### src/design/dsm_pkg.sv
// Shared types, field widths and codes for the diagonal sparse matrix-vector block.
`timescale 1ns / 1ps

package dsm_pkg;

    localparam int ROW_W      = 10;
    localparam int SLOT_W     = 4;
    localparam int OFF_W      = 11;
    localparam int DATA_W     = 32;
    localparam int PROD_W     = 64;
    localparam int NROWS_W    = 11;
    localparam int NDIAGS_W   = 5;
    localparam int CFG_IDX_W  = 2;
    localparam int CFG_DATA_W = 16;
    localparam int FRAC_W     = 16;

    // cycles from the last issued diagonal until its product sits in the accumulator
    localparam int DRAIN_CYC  = 3;
    localparam int DRAIN_W    = 2;

    localparam logic [CFG_IDX_W-1:0] CFG_NUM_ROWS  = 2'd0;
    localparam logic [CFG_IDX_W-1:0] CFG_NUM_DIAGS = 2'd1;

    localparam logic [NROWS_W-1:0]  NUM_ROWS_RST  = 11'd1024;
    localparam logic [NDIAGS_W-1:0] NUM_DIAGS_RST = 5'd0;

    typedef enum logic [1:0] {
        MODE_LOAD_OFFSET = 2'd0,
        MODE_LOAD_VALUE  = 2'd1,
        MODE_LOAD_X      = 2'd2,
        MODE_COMPUTE     = 2'd3
    } t_mode;

    typedef enum logic [2:0] {
        S_IDLE,
        S_RUN,
        S_DRAIN,
        S_ROUND,
        S_SAT
    } t_state;

    typedef struct packed {
        logic clr;
        logic rnd;
        logic fin;
    } t_mac_ctl;

endpackage

### src/design/dsm_mac.sv
// Shared multiply-accumulate unit with round-half-up and Q16.16 saturation.
`timescale 1ns / 1ps

module dsm_mac #(
    parameter int MAX_DIAGS = 16,
    localparam int AW = dsm_pkg::PROD_W + $clog2(MAX_DIAGS) + 1,
    localparam int RW = AW - dsm_pkg::FRAC_W
) (
    input  logic                                   i_clk,
    input  logic                                   i_rst_n,
    input  dsm_pkg::t_mac_ctl                      i_ctl,
    input  logic                                   i_term_vld,
    input  logic signed [dsm_pkg::DATA_W-1:0]      i_val,
    input  logic signed [dsm_pkg::DATA_W-1:0]      i_x,
    input  logic [dsm_pkg::ROW_W-1:0]              i_row,
    output logic                                   o_valid,
    output logic [dsm_pkg::ROW_W-1:0]              o_out_row,
    output logic signed [dsm_pkg::DATA_W-1:0]      o_y_value,
    output logic                                   o_saturated
);

    logic                              r_v3;
    logic signed [dsm_pkg::PROD_W-1:0] r_prod;
    logic signed [AW-1:0]              r_acc;
    logic signed [RW-1:0]              r_rnd;
    logic                              r_valid;
    logic [dsm_pkg::ROW_W-1:0]         r_out_row;
    logic signed [dsm_pkg::DATA_W-1:0] r_y;
    logic                              r_sat;

    logic signed [AW-1:0]              n_acc;
    logic [AW-1:0]                     biased;
    logic                              ovf;
    logic signed [dsm_pkg::DATA_W-1:0] clipped;

    always_ff @(posedge i_clk) begin
        if (i_term_vld) begin
            r_prod <= $signed(i_val) * $signed(i_x);
        end
    end

    always_comb begin
        n_acc = r_acc;
        if (i_ctl.clr) begin
            n_acc = '0;
        end else if (r_v3) begin
            n_acc = r_acc + {{(AW - dsm_pkg::PROD_W){r_prod[dsm_pkg::PROD_W-1]}}, r_prod};
        end
    end

    // add half an LSB of Q16.16, then drop the fraction bits (floor)
    assign biased = r_acc + AW'(1 << (dsm_pkg::FRAC_W - 1));

    // clip when the bits above bit 31 are not all copies of the sign
    assign ovf     = !((&r_rnd[RW-1:dsm_pkg::DATA_W-1]) || !(|r_rnd[RW-1:dsm_pkg::DATA_W-1]));
    assign clipped = r_rnd[RW-1] ? {1'b1, {(dsm_pkg::DATA_W-1){1'b0}}}
                                 : {1'b0, {(dsm_pkg::DATA_W-1){1'b1}}};

    always_ff @(posedge i_clk) begin
        r_acc <= n_acc;
        if (i_ctl.rnd) begin
            r_rnd <= biased[AW-1:dsm_pkg::FRAC_W];
        end
        if (i_ctl.fin) begin
            r_out_row <= i_row;
            r_y       <= ovf ? clipped : r_rnd[dsm_pkg::DATA_W-1:0];
            r_sat     <= ovf;
        end
    end

    always_ff @(posedge i_clk) begin
        if (!i_rst_n) begin
            r_v3    <= 1'b0;
            r_valid <= 1'b0;
        end else begin
            r_v3    <= i_term_vld;
            r_valid <= i_ctl.fin;
        end
    end

    assign o_valid     = r_valid;
    assign o_out_row   = r_out_row;
    assign o_y_value   = r_y;
    assign o_saturated = r_sat;

endmodule

### config.mk
export PLATFORM = sky130hd
export DESIGN_NAME = dsm_mac
export DESIGN_NICKNAME = d
export VERILOG_FILES = /design/src/design/dsm_pkg.sv /design/src/design/dsm_mac.sv
export SDC_FILE = /design/constraint.sdc
export NUM_CORES = 2
export LEC_CHECK = 0
export ABC_AREA = 0
export ABC_CLOCK_PERIOD_IN_PS = 9130
export BUFFER_PORTS_ARGS = -buffer_cell sky130_fd_sc_hd__buf_2
export CAP_MARGIN = 25
export CORE_MARGIN = 2
export CORE_UTILIZATION = 29
export CTS_BUF_LIST = sky130_fd_sc_hd__clkbuf_16
export CTS_CLUSTER_DIAMETER = 200
export DETAILED_ROUTE_END_ITERATION = 8
export RECOVER_POWER = 100
export SYNTH_ARGS = -nofsm -noshare
export SYNTH_HDL_FRONTEND = slang
export SYNTH_SLANG_ARGS = --single-unit
export TNS_END_PERCENT = 1
### constraint.sdc
create_clock -name i_clk -period 9.13 [get_ports i_clk]
set_clock_uncertainty 0.15 [all_clocks]
set_input_delay 0.913 -clock i_clk [delete_from_list [all_inputs] [get_ports i_clk]]
set_output_delay 0.913 -clock i_clk [all_outputs]
set_load 0.05 [all_outputs]
After elaboration in Yosys (flattened, before gate mapping) --
Index checks and enable logic that the tools add are counted.
Word-level totals: output and inout port bits 44, flip-flop bits (word level) 231, logic and storage cells 18
Cells by class: mux-type cells 2, multiply operators 1, reductions and logical operators 5, add/sub/neg operators 2
Operator list (count):
- $add A69 B17 Y69 const B | 1
- $add A69 B69 Y69 | 1
- $mul A32 B32 Y64 | 1
- $mux W32 | 2
- $reduce_and A22 Y1 | 1
- $reduce_or A22 Y1 | 1
- $logic_not A1 Y1 | 2
- $logic_or A1 B1 Y1 | 1

Logic depth before layout (Yosys ltp) --
depth in word-level cells 4, depth in mapped cells 31, gate-level depth less buffers 29

Worst setup path before layout --
No wires, ideal clock.
kind input port to flip-flop, start input i_x[2] in the netlist's numbering, end register r_prod[63] in the netlist's numbering, data pin, cell stages on the path 26, arrival time 8.179 ns, path slack 0.542 ns, path buffers 2, path through clkbuf_1 nand2_1 inv_1 fa_1 inv_1 fa_1 inv_1 fa_1 fa_1 inv_1 fa_1 inv_1 fa_1 inv_1 fa_1 inv_1 fa_1 ha_1 clkbuf_1 nand4_1 o21ai_0 a2111oi_0 o31ai_1 a21bo_2 a21oi_1 xnor2_1
Between the ends: longest elaborated chain between the ends 1
Ends and longest elaborated chain:
- start, declared | line dsm_mac.sv:14 | input logic signed [dsm_pkg::DATA_W-1:0] i_x,
- $mul A32 B32 Y64 | line dsm_mac.sv:38 | r_prod <= $signed(i_val) * $signed(i_x);
- end signal, assigned | line dsm_mac.sv:38
- end, declared | line dsm_mac.sv:23 | logic signed [dsm_pkg::PROD_W-1:0] r_prod;
No other way between the ends. A chain may end at the register's enable or synchronous reset.

Worst setup path in the final report --
start input i_x[5] in the netlist's numbering, end register r_prod[47] in the netlist's numbering, data pin
The elaborated chain is that of the path after synthesis.

==> metrics.yaml <==
hold_path:
  hold_start: "r_acc[4]"
  hold_end: "r_acc[4]"
  hp-class: "flip-flop to flip-flop"
  min_path_cells: 2
floorplan:
  rows: 150
  io_pins: 124
  die_x_um: 414
  coreArea_mm2: 0.167
  initial_core_util_pct: 29.1
  die-area_mm2: 0.171
  die_h_um: 414
clock_network:
  hold_buffers: 0
  clkSinkCount: 231
  root_buffer: "clkbuf_16"
  clk-insertion-delay-late_ns: 0.55
  cts_buffers: 27
  cts_buffer_depth: 3
  cts_setup_buffers: 0
  cts_max_level: 1
  cts_tree: "done"
  post_cts_resized: 0
  clkTransAtPathRegs_ns: 0.06
timing:
  fin_crit_sh_pct: 94.6
  worstMarginPinSlew_ns: 3.82
  rsz0062_at_grt: "false"
  drv_slew: 217
  fmax_mhz: 116
  fin_crit_ns: 8.63
  setup_violations: 0
  slew_headroom_pct: -155
  finalSetupTns_ns: 0
  hold_viol: 0
placed_design:
  dp_cells: 7219
  io_buffers: 123
  place_congestion: 0.874
  place_area_mm2: 0.0519
  hpwl_um: 106000
worst_setup_path:
  rr_worst_depth: 12
  endpoint_kind: "flip-flop"
  crit_path_frequent_cell: "fa_1"
  worstSetupPathType: "primary input to flip-flop"
  worstPathRequired_ns: 9.27
  timing.rr.end: "r_acc[67]"
  worstPathArrival_ns: 8.77
  reg2reg_slack_ns: 4.10
  crit_fanout: 22
  crit_start: "i_x[5]"
  worst-path-buf-inv: 7
  timing.rr.start: "r_prod[11]"
  slowest_stage: "fa_1"
  start_kind: "primary input"
  cp_top_family: "adder cells"
  timing.critical_path.slowest_cell_delay_ns: 0.56
route:
  vias_per_cell: 4.62
  first_pass_iters: 7
  detail_route.wirelength_um: 124000
  wl_per_cell_um: 17.1
  vias: 33600
  first_iter_violations: 1783
  drcViolationCount: 0
  postRouteAntennaNets: 0
logic_synthesis:
  syn_nets: 6446
  avgSynthCellArea_um2: 9.67
  ys_seq_elements: 231
  syn_inst: 5030
  ys_top_cells_by_area: "fa_1 (45%), edfxtp_1 (9.9%), inv_1 (7.7%)"
  synth_top_area_share_pct: 44.6
  ys.flop_type: "edfxtp_1"
  synthTopCellsByCount: "fa_1 (1083), inv_1 (1003), nand2_1 (591)"
  yosysTopAreaCell: "fa_1"
  syn_area_mm2: 0.0486
  synth-async-reset-ratio_pct: 0
  yosysWarnings: 0
  synth_edf_count: 160
  synth.most_common_cell: "fa_1"
  ys_seq_area_share_pct: 12.8
  synth_cell_types: 85
status:
  failed_checks: "capacitance limit, slew limit"
  status: "finished with violations"
layout:
  area_growth_pct: 8.01
  stdcell_count: 7268
  antenna_cells: 0
  design_area_mm2: 0.0525
  drive_gt1_share_pct: 4.92
  final_nets: 6460
job:
  drv_cap: 4
grt:
  grt_max_degree: 74
  grt_remaining_overflow: 0
  grt_pass1_vias: 37000
  antenna_found_initial: 8
  grt_use_total_pct: 15.0
  grt_pass1_wl_um: 205000
worst max-delay path by stage:
stage                 endpoint  slack, ns  cells past startpoint
floorplan           r_prod[63]       0.54                     26
global placement    r_prod[63]       0.02                     30
detailed placement  r_prod[47]      -0.04                     28
CTS                 r_prod[63]       0.55                     30
global route        r_prod[63]       0.03                     30
finish              r_prod[47]       0.50                     28
cell type report:
type / instances / area [µm²]
Timing Repair Buffer: 246 / 1450
Tap cell: 2204 / 2760
Inverter: 1004 / 3770
Multi-Input combinational cell: 3534 / 37400
Clock inverter: 21 / 183
Fill cell: 17300 / 114000
Sequential cell: 231 / 6230
Clock buffer: 28 / 701
worst register-to-register path: cells and delay by family (launching register included):
family	cells	cell delay [ns]
compound gates	7	2.69
xor+xnor	1	0.17
fa+ha+maj	1	0.40
flops	1	0.43
simple gates	3	1.05
kinds of logic after synthesis:
logic type | share of synthesized area [%]
flip-flops | 12.8
adder cells (fa/ha/maj) | 51.1
AND/OR/NAND/NOR | 15.2
buffers and inverters | 9.97
AO/OA/AOI/OAI | 6.76
multiplexers | 0.926
XOR/XNOR | 3.26
metal layers:
| layer | global-route usage (%) | part of all wire (%) | vias to the layer above |
|---|---|---|---|
| li1 | - | - | 15300 |
| met1 | 21.3 | 47 | 17200 |
| met2 | 24.3 | 45 | 876 |
| met3 | 2.16 | 6.1 | 133 |
| met4 | 2.87 | 1.9 | 14 |
| met5 | 0 | 0.065 | - |
stage by stage:
step | util (%) | hold slack [ns] | setup WS (ns)
global route | 31.5 | 0.332 | 0.0336
floorplan | - | 0.295 | 0.542
finish | 31.5 | 0.316 | 0.495
detailed placement | 31.1 | 0.309 | -0.0386
global placement | 31.1 | 0.306 | 0.0217
CTS | 31.6 | 0.318 | 0.554
layout by cell type, fill, tap and decap left out, types with 7 or more instances in the layout:
master / Yosys / routed
and3_1: 28 / 28
nand2b_1: 20 / 20
or3_1: 6 / 7
clkbuf_1: 235 / 58
nand4_1: 37 / 37
o21a_1: 13 / 13
xor2_1: 59 / 59
a31oi_1: 21 / 22
o31ai_1: 10 / 10
nor4_1: 12 / 12
a21oi_1: 134 / 134
ha_1: 253 / 253
nand2_1: 591 / 591
a211oi_1: 17 / 18
nor2_1: 159 / 159
buf_4: 4 / 108
o21bai_1: 21 / 21
and2_0: 1 / 7
o21ai_0: 78 / 81
clkbuf_16: 0 / 28
a21o_1: 116 / 116
edfxtp_1: 160 / 160
nor2b_1: 13 / 13
and2_1: 514 / 508
mux2i_1: 45 / 45
buf_2: 7 / 78
inv_1: 1003 / 1006
nor3_1: 17 / 17
xnor2_1: 122 / 122
nand3_1: 59 / 59
fa_1: 1083 / 1083
dfxtp_1: 71 / 71
registers in the layout, indices dropped and copies added, names as in the netlist:
signal       count
r_v3             1
r_prod          64
r_rnd           53
o_out_row       10
o_valid          1
o_y_value       32
r_acc           69
o_saturated      1
Power is not shown: default switching activity piles up to over one toggle a cycle in this logic, so the estimate is an artifact.
