--- config.mk ---
export PLATFORM = sky130hd
export DESIGN_NAME = dsm_ctrl
export DESIGN_NICKNAME = d
export VERILOG_FILES = /design/src/design/dsm_pkg.sv /design/src/design/dsm_ctrl.sv
export SDC_FILE = /design/constraint.sdc
export NUM_CORES = 1
export LEC_CHECK = 0
export BUFFER_PORTS_ARGS = -buffer_cell sky130_fd_sc_hd__buf_2
export CORE_MARGIN = 2
export CORE_UTILIZATION = 26
export CTS_CLUSTER_SIZE = 40
export DETAILED_ROUTE_END_ITERATION = 10
export PLACE_DENSITY_LB_ADDON = 0.08
export SLEW_MARGIN = 5
export SYNTH_ARGS = -nofsm -noshare
export SYNTH_HDL_FRONTEND = slang
export SYNTH_SLANG_ARGS = --single-unit
--- constraint.sdc ---
create_clock -name i_clk -period 2.7 [get_ports i_clk]
set_clock_uncertainty 0.15 [all_clocks]
set_input_delay 0 -clock i_clk [delete_from_list [all_inputs] [get_ports i_clk]]
set_output_delay 0 -clock i_clk [all_outputs]
set_load 0.02 [all_outputs]
--- src/design/dsm_pkg.sv ---
// Shared types, field widths and codes for the diagonal sparse matrix-vector block.
`timescale 1ns / 1ps

package dsm_pkg;

    localparam int ROW_W      = 10;
    localparam int SLOT_W     = 4;
    localparam int OFF_W      = 11;
    localparam int DATA_W     = 32;
    localparam int PROD_W     = 64;
    localparam int NROWS_W    = 11;
    localparam int NDIAGS_W   = 5;
    localparam int CFG_IDX_W  = 2;
    localparam int CFG_DATA_W = 16;
    localparam int FRAC_W     = 16;

    // cycles from the last issued diagonal until its product sits in the accumulator
    localparam int DRAIN_CYC  = 3;
    localparam int DRAIN_W    = 2;

    localparam logic [CFG_IDX_W-1:0] CFG_NUM_ROWS  = 2'd0;
    localparam logic [CFG_IDX_W-1:0] CFG_NUM_DIAGS = 2'd1;

    localparam logic [NROWS_W-1:0]  NUM_ROWS_RST  = 11'd1024;
    localparam logic [NDIAGS_W-1:0] NUM_DIAGS_RST = 5'd0;

    typedef enum logic [1:0] {
        MODE_LOAD_OFFSET = 2'd0,
        MODE_LOAD_VALUE  = 2'd1,
        MODE_LOAD_X      = 2'd2,
        MODE_COMPUTE     = 2'd3
    } t_mode;

    typedef enum logic [2:0] {
        S_IDLE,
        S_RUN,
        S_DRAIN,
        S_ROUND,
        S_SAT
    } t_state;

    typedef struct packed {
        logic clr;
        logic rnd;
        logic fin;
    } t_mac_ctl;

endpackage

--- src/design/dsm_ctrl.sv ---
// Sequencer: steps the diagonal slots of one row through the shared datapath.
`timescale 1ns / 1ps

module dsm_ctrl #(
    parameter int MAX_ROWS  = 1024,
    parameter int MAX_DIAGS = 16,
    localparam int DAW = (MAX_DIAGS > 1) ? $clog2(MAX_DIAGS) : 1,
    localparam int DCW = $clog2(MAX_DIAGS + 1),
    localparam int VAW = (MAX_ROWS * MAX_DIAGS > 1) ? $clog2(MAX_ROWS * MAX_DIAGS) : 1
) (
    input  logic                        i_clk,
    input  logic                        i_rst_n,
    input  logic                        i_start,
    input  logic [1:0]                  i_mode,
    input  logic [dsm_pkg::ROW_W-1:0]   i_row,
    input  logic [DCW-1:0]              i_nd,
    output logic                        o_busy,
    output logic                        o_issue,
    output logic [DAW-1:0]              o_slot,
    output logic [VAW-1:0]              o_vaddr,
    output logic [dsm_pkg::ROW_W-1:0]   o_row,
    output dsm_pkg::t_mac_ctl           o_mac
);

    dsm_pkg::t_state              r_state;
    dsm_pkg::t_state              n_state;
    logic [DAW-1:0]               r_j;
    logic [DAW-1:0]               n_j;
    logic [DCW-1:0]               r_nd;
    logic [DCW-1:0]               n_nd;
    logic [dsm_pkg::DRAIN_W-1:0]  r_cnt;
    logic [dsm_pkg::DRAIN_W-1:0]  n_cnt;
    logic [dsm_pkg::ROW_W-1:0]    r_row;
    logic [dsm_pkg::ROW_W-1:0]    n_row;
    logic [VAW-1:0]               r_base;
    logic [VAW-1:0]               n_base;

    logic                         cmp_go;
    logic                         row_ok;
    logic [DCW-1:0]               nd_acc;
    logic                         last;

    assign cmp_go = i_start && (r_state == dsm_pkg::S_IDLE)
                    && (i_mode == dsm_pkg::MODE_COMPUTE);
    assign row_ok = 32'(i_row) < MAX_ROWS;
    // a row past the stores issues nothing and reports zero
    assign nd_acc = row_ok ? i_nd : '0;
    assign last   = (32'(r_j) + 32'd1) == 32'(r_nd);

    always_comb begin
        n_state = r_state;
        n_j     = r_j;
        n_nd    = r_nd;
        n_cnt   = '0;
        n_row   = r_row;
        n_base  = r_base;
        case (r_state)
            dsm_pkg::S_IDLE: begin
                if (cmp_go) begin
                    n_state = (nd_acc != '0) ? dsm_pkg::S_RUN : dsm_pkg::S_DRAIN;
                    n_j     = '0;
                    n_nd    = nd_acc;
                    n_row   = i_row;
                    n_base  = VAW'(32'(i_row) * MAX_DIAGS);
                end
            end
            dsm_pkg::S_RUN: begin
                n_j = r_j + 1'b1;
                if (last) begin
                    n_state = dsm_pkg::S_DRAIN;
                end
            end
            dsm_pkg::S_DRAIN: begin
                n_cnt = r_cnt + 1'b1;
                if (r_cnt == dsm_pkg::DRAIN_W'(dsm_pkg::DRAIN_CYC - 1)) begin
                    n_state = dsm_pkg::S_ROUND;
                end
            end
            dsm_pkg::S_ROUND: begin
                n_state = dsm_pkg::S_SAT;
            end
            dsm_pkg::S_SAT: begin
                n_state = dsm_pkg::S_IDLE;
            end
            default: begin
                n_state = dsm_pkg::S_IDLE;
            end
        endcase
    end

    always_comb begin
        o_busy    = 1'b1;
        o_issue   = 1'b0;
        o_mac.clr = 1'b0;
        o_mac.rnd = 1'b0;
        o_mac.fin = 1'b0;
        case (r_state)
            dsm_pkg::S_IDLE: begin
                o_busy    = 1'b0;
                o_mac.clr = cmp_go;
            end
            dsm_pkg::S_RUN: begin
                o_issue = 1'b1;
            end
            dsm_pkg::S_ROUND: begin
                o_mac.rnd = 1'b1;
            end
            dsm_pkg::S_SAT: begin
                o_mac.fin = 1'b1;
            end
            default: begin
                o_busy = 1'b1;
            end
        endcase
    end

    always_ff @(posedge i_clk) begin
        if (!i_rst_n) begin
            r_state <= dsm_pkg::S_IDLE;
            r_cnt   <= '0;
        end else begin
            r_state <= n_state;
            r_cnt   <= n_cnt;
        end
    end

    always_ff @(posedge i_clk) begin
        r_j    <= n_j;
        r_nd   <= n_nd;
        r_row  <= n_row;
        r_base <= n_base;
    end

    assign o_slot  = r_j;
    assign o_vaddr = r_base + VAW'(r_j);
    assign o_row   = r_row;

endmodule

# Yosys cells after proc, flatten, opt, wreduce, memory -nomap -nowiden
# Cells that the tools add are included.
[totals]
regBits = 24
latchBits = 0
ramBits = 0
romBits = 0
in_bits = 20
output_inout_bits = 33
wordCells = 40
memories = 0
[op_classes]
add_sub_neg = 4
n_mul = 0
n_div = 0
magnitude_cmp = 0
eq_ne = 10
shift = 0
mux = 12
bitwise = 0
n_reduce_logical = 9
[op_table]
columns = ["operator", "count"]
rows = [
  ["$add 14x4->14", 1],
  ["$pmux 3 s4", 1],
  ["$mux 3", 3],
  ["$pmux 4 s2", 1],
  ["$eq 3x2->1 const B", 2],
  ["$ne 2x2->1 const B", 3],
  ["$reduce_and 2->1", 3],
  ["$add 4x1->5 const B", 1],
  ["$eq 5x5->1", 1],
  ["$mux 1", 5],
  ["$reduce_bool 5->1", 1],
  ["$add 4x1->4 const B", 1],
  ["$eq 2x2->1 const B", 2],
  ["$mux 4", 1],
  ["$eq 3x1->1 const B", 1],
  ["$eq 3x3->1 const B", 1],
  ["$logic_not 3->1", 1],
  ["$reduce_and 3->1", 1],
  ["$add 2x1->2 const B", 1],
  ["$logic_and 1x1->1", 2],
  ["$mux 2", 1],
  ["$reduce_bool 2->1", 1],
]

# Longest topological paths before layout
# Gate-level depths: netlist of run 1.
[logic_depth]
ltp_word = 5
mapped_depth = 6
mapped_depth_nobuf = 6

# Least setup slack after synthesis of run 1
# OpenSTA, ideal clock, no wires.
[synth_path]
kind = "reg-to-reg"
startpoint = "register r_state[1]"
endpoint = "register r_base[10] (enable)"
setup_time_ps = 398
arrival_time_ps = 1884
t_required_ps = 2152
path_slack_ps = 267
stages_incl_launch_ff = 4
path_buffers = 1
period_less_slack_ps = 2433
cell_sequence = "dfxtp_1 > clkbuf_1 > or3_1 > nor2_1"
[synth_between]
elab_chain_len = 4
[synth_lines]
columns = ["item", "line_no", "source"]
rows = [
  ["start, declared", "dsm_ctrl.sv:25", "dsm_pkg::t_state r_state;"],
  ["start signal, assigned", "dsm_ctrl.sv:119", "r_state <= dsm_pkg::S_IDLE;"],
  ["start signal, assigned", "dsm_ctrl.sv:122", "r_state <= n_state;"],
  ["$logic_not 3->1 *", "dsm_ctrl.sv:43, dsm_ctrl.sv:57", ""],
  ["$logic_and 1x1->1", "dsm_ctrl.sv:43", "assign cmp_go = i_start && (r_state == dsm_pkg::S_IDLE)"],
  ["$logic_and 1x1->1", "dsm_ctrl.sv:44", "&& (i_mode == dsm_pkg::MODE_COMPUTE);"],
  ["$reduce_and 2->1 (no source line) *", "n/a", ""],
  ["end signal, assigned", "dsm_ctrl.sv:131", "r_base <= n_base;"],
  ["end, declared", "dsm_ctrl.sv:35", "logic [VAW-1:0] r_base;"],
]
# Mark *: on every way between the ends. The rest lies on a longest branch, timed or not.
# A chain may end at the register's enable or synchronous reset.

==> results of run 1 <==
==> flip-flops by register name, indices dropped and copies added, names as in the netlist <==
name,cells
r_state,3
r_base,10
r_cnt,2
o_slot,4
r_nd,5
==> worst reg2reg max path, delay by kind of cell, from the launching register on <==
| family | cells | cell delay (ns) |
|---|---|---|
| compound gates | 3 | 0.60 |
| xor+xnor | 1 | 0.17 |
| fa+ha+maj | 1 | 0.36 |
| flops | 1 | 0.48 |
==> metrics by stage <==
step                std cells  util [%]
floorplan                  90         -
global placement          176      32.5
detailed placement        176      32.5
CTS                       196      37.6
global route              196      37.6
finish                    196      37.6
==> per-layer routing <==
layer | routed length, µm | track usage (%) | part of all wire, % | up-vias
met4 | 33 | 3.92 | 1.5 | 0
met3 | 117 | 2.63 | 5.2 | 4
met1 | 915 | 11.5 | 41 | 386
li1 | - | - | - | 414
met5 | 0 | 0 | 0 | -
met2 | 1180 | 17.4 | 53 | 27
==> power breakdown <==
part	switching, mW	internal [mW]	total [mW]	leakage (nW)
clock network	0.111	0.102	0.212	0.0231
logic	0.0654	0.0575	0.123	0.404
registers	0.0146	0.415	0.430	0.216
total	0.191	0.575	0.765	0.644
==> kinds of logic after synthesis <==
| family | Yosys count | synth area share, % |
|---|---|---|
| adders and majority gates | 2 | 2.27 |
| xor gates and xnor gates | 7 | 5.56 |
| AOI/OAI and AO/OA | 8 | 5.56 |
| DFF | 24 | 60.8 |
| buffers and inverters | 21 | 12.6 |
| and+or+nand+nor | 28 | 13.2 |
==> final cells by class <==
cell class | instances | area, µm²
Fill cell | 435 | 2510
Clock buffer | 3 | 41.3
Tap cell | 50 | 62.6
Multi-Input combinational cell | 45 | 293
Timing Repair Buffer | 69 | 428
Inverter | 4 | 15.0
Sequential cell | 24 | 671
Clock inverter | 1 | 3.75
==> layout by cell type (no fill, tap or decap), types with 2 or more instances in the layout <==
cell type      synthesis  routed
buf_2                  0      52
edfxtp_1              19      19
dlygate4sd3_1          0      16
nor2_1                 8       8
xnor2_1                5       5
dfxtp_1                5       5
inv_1                  4       4
nor3_1                 4       4
nand2_1                3       3
nand3_1                3       3
clkbuf_8               0       3
nor2b_1                2       2
or3_1                  2       2
o21ai_0                2       2
and3_1                 2       2
xor2_1                 2       2
ha_1                   2       2
==> final timing paths <==
kind,from,to,slack [ns],cells after the start
min,i_start,r_state[0]$_SDFFE_PN0P_,0.09,5
min reg2reg,r_cnt[0]$_SDFF_PN0_,r_cnt[0]$_SDFF_PN0_,0.27,1
max reg2reg,o_slot[0]$_SDFFCE_PN0P_,r_state[1]$_SDFFE_PN0P_,0.88,5
max,r_state[0]$_SDFFE_PN0P_,o_mac[2],0.86,4
==> results by group, run 1 <==
Drt
  – DR pass1 iterations: 4
  – Remaining DRCs: 0
  – DRT iter0 DRCs: 31
  – DR vias: between 800 and 900
  – Final WL: roughly 2.2 mm
  – WL/cell: roughly 11 µm
  – Post-DRT Antenna Nets: 0
  – Routed vias/inst: 4.24

Job
  – Max cap viols: 0

Clocking
  – CTS tree: done
  – H-tree depth: 1
  – Sink Count: 24
  – CTS resizes: 0
  – Total CTS buffers: 3
  – Post-cts hold buffer count: 16
  – Root Driver: clkbuf_8
  – Clock-pin slew on the worst setup and hold paths: roughly 0.080 ns
  – # Post-CTS Setup Buffers: 0
  – Clk Latency, worst-skew pair: approximately 0.26 ns
  – Clock Tree Buf Depth: 2

Critical path
  – Top delay family on crit path: simple AND/OR/NAND/NOR gates
  – Bufs and invs on worst path: 2
  – WP data arrival: roughly 1.7 ns
  – Critical path cell sequence: or3_1 > nor2_1 > buf_4 > buf_2
  – CP Class: reg -> out
  – Slowest CP cell: dfxtp_1
  – CP peak stage delay: around 0.42 ns
  – CP Capture Type: primary output
  – Worst setup SP type: flop
  – Worst-path maximum fanout: 16
  – Worst Path Required: about 2.6 ns

Floorplanning
  – Row Count: 23
  – I/O pin count: 53
  – Die Area: about 4800 µm²
  – Core Region: 4030 µm²
  – Starting Density: 27.4%
  – Die width: ~69 µm
  – Chip height: 69.1 µm

Timing
  – RSZ-0062 raised after global routing: no
  – Worst Slack Setup Final: 0.856 ns
  – Relative slew margins: between 60% and 70%
  – Final Cycle Share: 68.3%
  – Setup-failing EPs final: 0
  – Setup_tns: 0 ns
  – Fin crit period: roughly 1.8 ns
  – Slew @ Worst Pin: approximately 0.59 ns
  – Worst hold margin: between 0.09 and 0.1 ns
  – Slew Limit Fails: 0
  – Final number of hold-violating endpoints: 0
  – Max frequency: about 540 MHz

Outcome
  – Status: complete, no violations

Pwr
  – Final Total Pwr: 765 µW
  – Power Dens Cells: roughly 500 nW/µm²
  – Leakage power: roughly 0.64 nW
  – Peak supply drop: between 150 and 200 µV

Synth
  – Syn avg cell area: around 12 µm²
  – Synth Net Count: between 100 and 150
  – Share of Yosys cell area claimed by the top area cell type: roughly half
  – Top post-synthesis cells by count: edfxtp_1 (19), buf_4 (16), nor2_1 (8)
  – Sequential-to-total area share from yosys stat: between 60% and 70%
  – FF+latch count, synth: 24
  – Post-Synthesis Cells: 90
  – Ys flop type: edfxtp_1
  – Fraction of registers with async set/reset: 0%
  – Yosys cell types: 26
  – Cell taking the most area after synthesis: edfxtp_1
  – Mapped cell area: 1100 µm²
  – Top-count cell post-synth: edfxtp_1
  – Largest cells by area after synthesis: edfxtp_1 (52%), buf_4 (11%), dfxtp_1 (9.1%)
  – Synth warnings: 0
  – Post-synth EDFFs: 19

Global route
  – Vias in the first global route: slightly above 800
  – Initial antenna violation count: 0
  – Global route overflow: 0
  – Tot GR Track Use: 9.95%
  – Largest net degree at the start of global routing: 17
  – Global-route wire length before repair: 3.80 mm

Layout
  – Area Growth Syn to Fin: 37.3%
  – Final nets: 169
  – Fin area: approximately 1500 µm²
  – Layout cell share with drive strength beyond 1: around two fifths
  – Ant diodes: 0

Min path
  – Min-Delay Path Class: in -> reg

Place
  – Post-place setup slack: a little under 0.9 ns
  – Routability Congestion: approximately 0.75
  – Port buffer count: 52
  – Post-DP HPWL: roughly 1.7 mm
  – Placed inst area: 1310 µm²
(Power assumes the default switching activity.)
==> run 2: changes to the inputs <==
==> constraint.sdc (replaced) <==
create_clock -name i_clk -period 1.5 [get_ports i_clk]
set_clock_uncertainty 0.15 [all_clocks]
set_input_delay 0 -clock i_clk [delete_from_list [all_inputs] [get_ports i_clk]]
set_output_delay 0 -clock i_clk [all_outputs]
set_load 0.02 [all_outputs]
==> results by group, run 2 (same netlist as run 1, synthesis figures left out) <==
Outcome
  – Status: finished, violations left
  – Failing checks: negative setup slack

Drt
  – WL/cell: about 11 µm
  – Post-DRT Antenna Nets: 0
  – Routed vias/inst: between 4 and 5
  – Remaining DRCs: 0
  – DR vias: 850
  – Final WL: around 2.4 mm
  – DR pass1 iterations: 4
  – DRT iter0 DRCs: 36

Critical path
  – Worst setup SP type: flop
  – Worst Path Required: ~1.6 ns
  – Crit path from: o_slot[1]$_SDFFCE_PN0P_
  – Crit. path cell count: 5
  – Crit path to: r_state[1]$_SDFFE_PN0P_
  – Top delay family on crit path: compound AO/OA/AOI/OAI gates
  – WP data arrival: between 1.5 and 2 ns
  – R2r endpoint: r_state[1]$_SDFFE_PN0P_
  – Worst R2R Start: o_slot[1]$_SDFFCE_PN0P_
  – Slowest CP cell: edfxtp_1
  – CP Capture Type: flop
  – Register-to-register setup slack: -0.10 ns
  – CP Class: reg -> reg
  – Worst-path maximum fanout: 2
  – CP peak stage delay: 0.44 ns
  – Bufs and invs on worst path: 0
  – R2r worst-path depth: 5
  – Critical path cell sequence: ha_4 > xor2_2 > a211oi_2 > o311a_1 > o2111a_1

Timing
  – Worst Slack Setup Final: -0.101 ns
  – Slew Limit Fails: 0
  – Setup_tns: -0.199 ns
  – Fin crit period: ~1.6 ns
  – Setup-failing EPs final: 17
  – RSZ-0062 raised after global routing: yes
  – Final Cycle Share: 107%
  – Max frequency: 625 MHz
  – Final number of hold-violating endpoints: 0
  – Slew @ Worst Pin: 0.256 ns
  – Worst hold margin: ~0.072 ns
  – Relative slew margins: a little over 80%

Floorplanning
  – Core Region: roughly 4000 µm²
  – Chip height: 69.1 µm
  – Row Count: 23
  – Die Area: roughly 4800 µm²
  – I/O pin count: 53
  – Die width: 69.1 µm
  – Starting Density: between 20% and 30%

Layout
  – Largest register FFs: 10
  – Most common cell after layout, fill and taps aside: buf_2
  – Area Growth Syn to Fin: 57.1%
  – Final nets: about 180
  – Layout cell share with drive strength beyond 1: 50.9%
  – Most frequent cells in the layout: buf_2 (51), edfxtp_1 (19), dlygate4sd3_1 (16)
  – Filler cells: between 400 and 500
  – Area occupied by multi-input gates: about 350 µm²
  – Largest Register: r_base
  – Ant diodes: 0
  – FF+latch area: ~670 µm²

Place
  – Routability Congestion: about 0.80
  – Post-DP HPWL: 1.88 mm
  – Port buffer count: 52

Clocking
  – Total CTS buffers: 3
  – Sink Count: 24
  – Clk Latency, worst-skew pair: 0.26 ns
  – CTS tree: done
  – Clock-pin slew on the worst setup and hold paths: roughly 0.080 ns
  – Root Driver: clkbuf_8
  – Clock Tree Buf Depth: 2
  – H-tree depth: 1

Global route
  – Met1 Use GR: between 10 and 15%
  – Global-route wire length before repair: slightly above 4 mm
  – Met2 usage: 19.0%
  – Largest net degree at the start of global routing: 15
  – Initial antenna violation count: 0
  – GRT Max-Usage Layer: met2
  – Vias in the first global route: slightly below 900
  – Tot GR Track Use: roughly a tenth
  – GR Util met3: under 10%
  – Global route overflow: 0

Pwr
  – Leakage power: around 0.74 nW
  – Peak supply drop: between 300 and 400 µV
  – Power Dens Cells: about 940 nW/µm²

Min path
  – Min-Delay Path Class: in -> reg

Job
  – Max cap viols: 0
-- run 2: changes by cell type in the layout (fill, tap and decap cells not counted), sizes merged --
| cell | before | now |
|---|---|---|
| buf | 53 | 66 |
| bufinv | 0 | 1 |
| clkinv | 1 | 0 |
-- run 2: area by class of cell --
type / count / share of cell area (%)
flip-flops and latches: 24 / 38.8
inverters: 4 / 0.867
multi-input cells: 45 / 19.9
clock inverters: 1 / 1.73
repair buffers: 82 / 32.7
well taps: 50 / 3.61
clock buffers: 3 / 2.38
-- run 2: worst register-to-register path: cells and delay by family (launching register included) --
family | cells | cell delay [ns]
AO/OA/AOI/OAI | 3 | 0.55
XOR/XNOR | 1 | 0.14
adder cells (fa/ha/maj) | 1 | 0.28
flip-flops | 1 | 0.44
-- run 2: metrics by stage --
step	cell area [µm²]	util, %	power (mW)	std cells	worst slack [ns]
finish	1730	43.0	1.62	209	-0.101
global route	1730	43.0	1.70	209	-0.225
CTS	1700	42.1	1.64	209	-0.158
detailed placement	1410	35.0	1.02	186	-0.208
global placement	1410	35.0	1.02	186	-0.0999
floorplan	1120	-	0.934	90	-0.229
-- run 2: repair_timing --
item / in CTS / in global routing
hold endpoints to repair: 20 / 0
buffers inserted: 3 / 0
hold buffers: 16 / 0
endpoints found under the setup margin: 4 / 23
pin swaps: 2 / 4
resized for setup: 3 / 6
-- run 2: how the worst min path moves through the flow --
stage	start	endpoint	slack [ns]	depth (start not counted)
6_report	i_nd[4]	r_state[0]$_SDFFE_PN0P_	0.07	5
5_1_grt	i_nd[4]	r_state[0]$_SDFFE_PN0P_	0.12	5
4_1_cts	i_nd[4]	r_state[0]$_SDFFE_PN0P_	0.06	5
3_5_place_dp	i_row[8]	r_base[12]$_DFFE_PP_	0.03	1
3_3_place_gp	i_row[2]	r_base[6]$_DFFE_PP_	0.03	1
2_1_floorplan	i_row[6]	r_base[10]$_DFFE_PP_	-0.05	0
-- run 2: routing by layer --
metal / share of wire [%] / vias to the layer above / routed length (µm)
met5: 0 / - / 0
met4: 0.92 / 0 / 22
met3: 4.4 / 2 / 104
met2: 55 / 19 / 1320
met1: 39 / 391 / 938
li1: - / 438 / -
-- run 2: power breakdown --
part	internal (mW)	total (mW)	switching, mW
Clock	0.356	0.561	0.205
Combinational	0.151	0.296	0.145
Sequential	0.748	0.766	0.0183
==> run 3: changes to the inputs <==
--- a/config.mk
+++ b/config.mk
@@ -11,6 +11,7 @@
 export CTS_CLUSTER_SIZE = 40
 export DETAILED_ROUTE_END_ITERATION = 10
 export PLACE_DENSITY_LB_ADDON = 0.08
+export SKIP_CTS_REPAIR_TIMING = 1
 export SLEW_MARGIN = 5
 export SYNTH_ARGS = -nofsm -noshare
 export SYNTH_HDL_FRONTEND = slang
==> results by group, run 3 (same netlist as run 1, synthesis figures left out) <==
Clocking
  – CTS tree: done
  – Root Driver: clkbuf_8
  – Clk Latency, worst-skew pair: 0.26 ns
  – Total CTS buffers: 3
  – Clock Tree Buf Depth: 2
  – Sink Count: 24
  – Clock-pin slew on the worst setup and hold paths: approximately 0.08 ns
  – H-tree depth: 1

Global route
  – Initial antenna violation count: 0
  – Largest net degree at the start of global routing: 17
  – Global route overflow: 0
  – Tot GR Track Use: 10.1%
  – Global-route wire length before repair: approximately 3.9 mm
  – Vias in the first global route: 812

Floorplanning
  – Row Count: 23
  – Starting Density: between 20 and 30%
  – Core Region: between 4000 and 5000 µm²
  – I/O pin count: between 50 and 60
  – Die width: ~69 µm
  – Die Area: 4780 µm²
  – Chip height: between 60 and 70 µm

Drt
  – Routed vias/inst: between 4 and 5
  – Remaining DRCs: 0
  – DR pass1 iterations: 4
  – Post-DRT Antenna Nets: 0
  – WL/cell: about 12 µm
  – DR vias: ~870
  – DRT iter0 DRCs: 26
  – Final WL: between 2 and 3 mm

Outcome
  – Failing checks: negative setup slack
  – Status: finished, violations left

Timing
  – Fin crit period: approximately 1.7 ns
  – Slew Limit Fails: 0
  – Slew @ Worst Pin: between 0.2 and 0.25 ns
  – Max frequency: a little over 600 MHz
  – Final number of hold-violating endpoints: 0
  – Final Cycle Share: 110%
  – Setup_tns: -0.350 ns
  – Setup-failing EPs final: 11
  – Worst Slack Setup Final: -0.155 ns
  – RSZ-0062 raised after global routing: yes
  – Relative slew margins: between 80% and 90%

Layout
  – Layout cell share with drive strength beyond 1: between 50% and 60%
  – Largest Register: r_base
  – Ant diodes: 0
  – Largest register FFs: 10
  – Most frequent cells in the layout: buf_2 (51), edfxtp_1 (19), buf_4 (17)
  – Final nets: around 190
  – Filler cells: around 420
  – Fin area: 1730 µm²
  – Area Growth Syn to Fin: 56.6%
  – Most common cell after layout, fill and taps aside: buf_2

Critical path
  – CP Class: reg -> reg
  – Worst setup SP type: flop
  – Worst-path maximum fanout: 2
  – CP Capture Type: flop
  – Worst Path Required: ~1.6 ns
  – WP data arrival: between 1.5 and 2 ns

Pwr
  – Leakage power: 0.758 nW
  – Power Dens Cells: around 940 nW/µm²
  – Part of the power in registers: roughly 47%
  – Sw power: 373 µW
  – Internal power: approximately 1.3 mW
  – Final Total Pwr: about 1.6 mW
  – Net Sw Frac: roughly 23%
  – Peak supply drop: ~350 µV
  – Clock network fraction of total power: about a third
  – Combinational group share of total power: 18.1%

Place
  – Routability Congestion: approximately 0.80
  – Post-place setup slack: -0.208 ns
  – Port buffer count: 52
  – Post-DP HPWL: between 1.5 and 2 mm
  – Placed inst area: about 1400 µm²

Job
  – Max cap viols: 0

Min path
  – Min-Delay Path Class: in -> reg
[run 3: cell count changes in the layout (fill, tap and decap cells not counted), sizes merged]
cell and delta:
buf +5
[run 3: per-stage QoR]
step / hold slack [ns] / utilization, % / cells
after global placement: 0.0275 / 35.0 / 186
final: 0.0763 / 42.9 / 214
after floorplan: -0.0511 / - / 90
after CTS: -0.253 / 36.7 / 190
after detailed placement: 0.0283 / 35.0 / 186
after global routing: 0.127 / 42.9 / 214
[run 3: worst max-delay path, stage by stage (launching register included)]
cell and delay, ns:
edfxtp_1 0.40, ha_1 0.34, xor2_1 0.16, a211oi_2 0.16, o311a_1 0.22, o2111a_1 0.17
[run 3: per-layer routing]
layer  routed length [µm]  global-route usage [%]
met4                   22                    3.92
met1                  990                    11.3
met5                    0                       0
met2                 1390                    18.5
met3                  101                    2.19
[run 3: final timing paths]
check	start	to	slack, ns	cells after the start
worst min register to register	r_cnt[0]$_SDFF_PN0_	r_cnt[0]$_SDFF_PN0_	0.27	1
worst max-delay path	o_slot[1]$_SDFFCE_PN0P_	r_state[1]$_SDFFE_PN0P_	-0.16	5
worst max register to register	o_slot[1]$_SDFFCE_PN0P_	r_state[1]$_SDFFE_PN0P_	-0.16	5
worst min-delay path	i_nd[0]	r_state[0]$_SDFFE_PN0P_	0.08	5
[run 3: power by group through the flow]
stage / registers, mW / clock network (mW) / logic [mW]
6_report: 0.764 / 0.567 / 0.293
3_5_place_dp: 0.779 / 0 / 0.241
2_1_floorplan: 0.800 / 0 / 0.134
4_1_cts: 0.764 / 0.583 / 0.241
5_1_grt: 0.769 / 0.607 / 0.320
3_3_place_gp: 0.778 / 0 / 0.237
[run 3: cell type report]
| class | count | area (µm²) | area share [%] |
|---|---|---|---|
| tap | 50 | 62.6 | 3.62 |
| clock inverter | 1 | 30.0 | 1.74 |
| inverter | 4 | 15.0 | 0.870 |
| sequential | 24 | 672 | 38.9 |
| timing repair buffer | 87 | 586 | 33.9 |
| multi-input combinational | 45 | 320 | 18.6 |
| clock buffer | 3 | 41.3 | 2.39 |
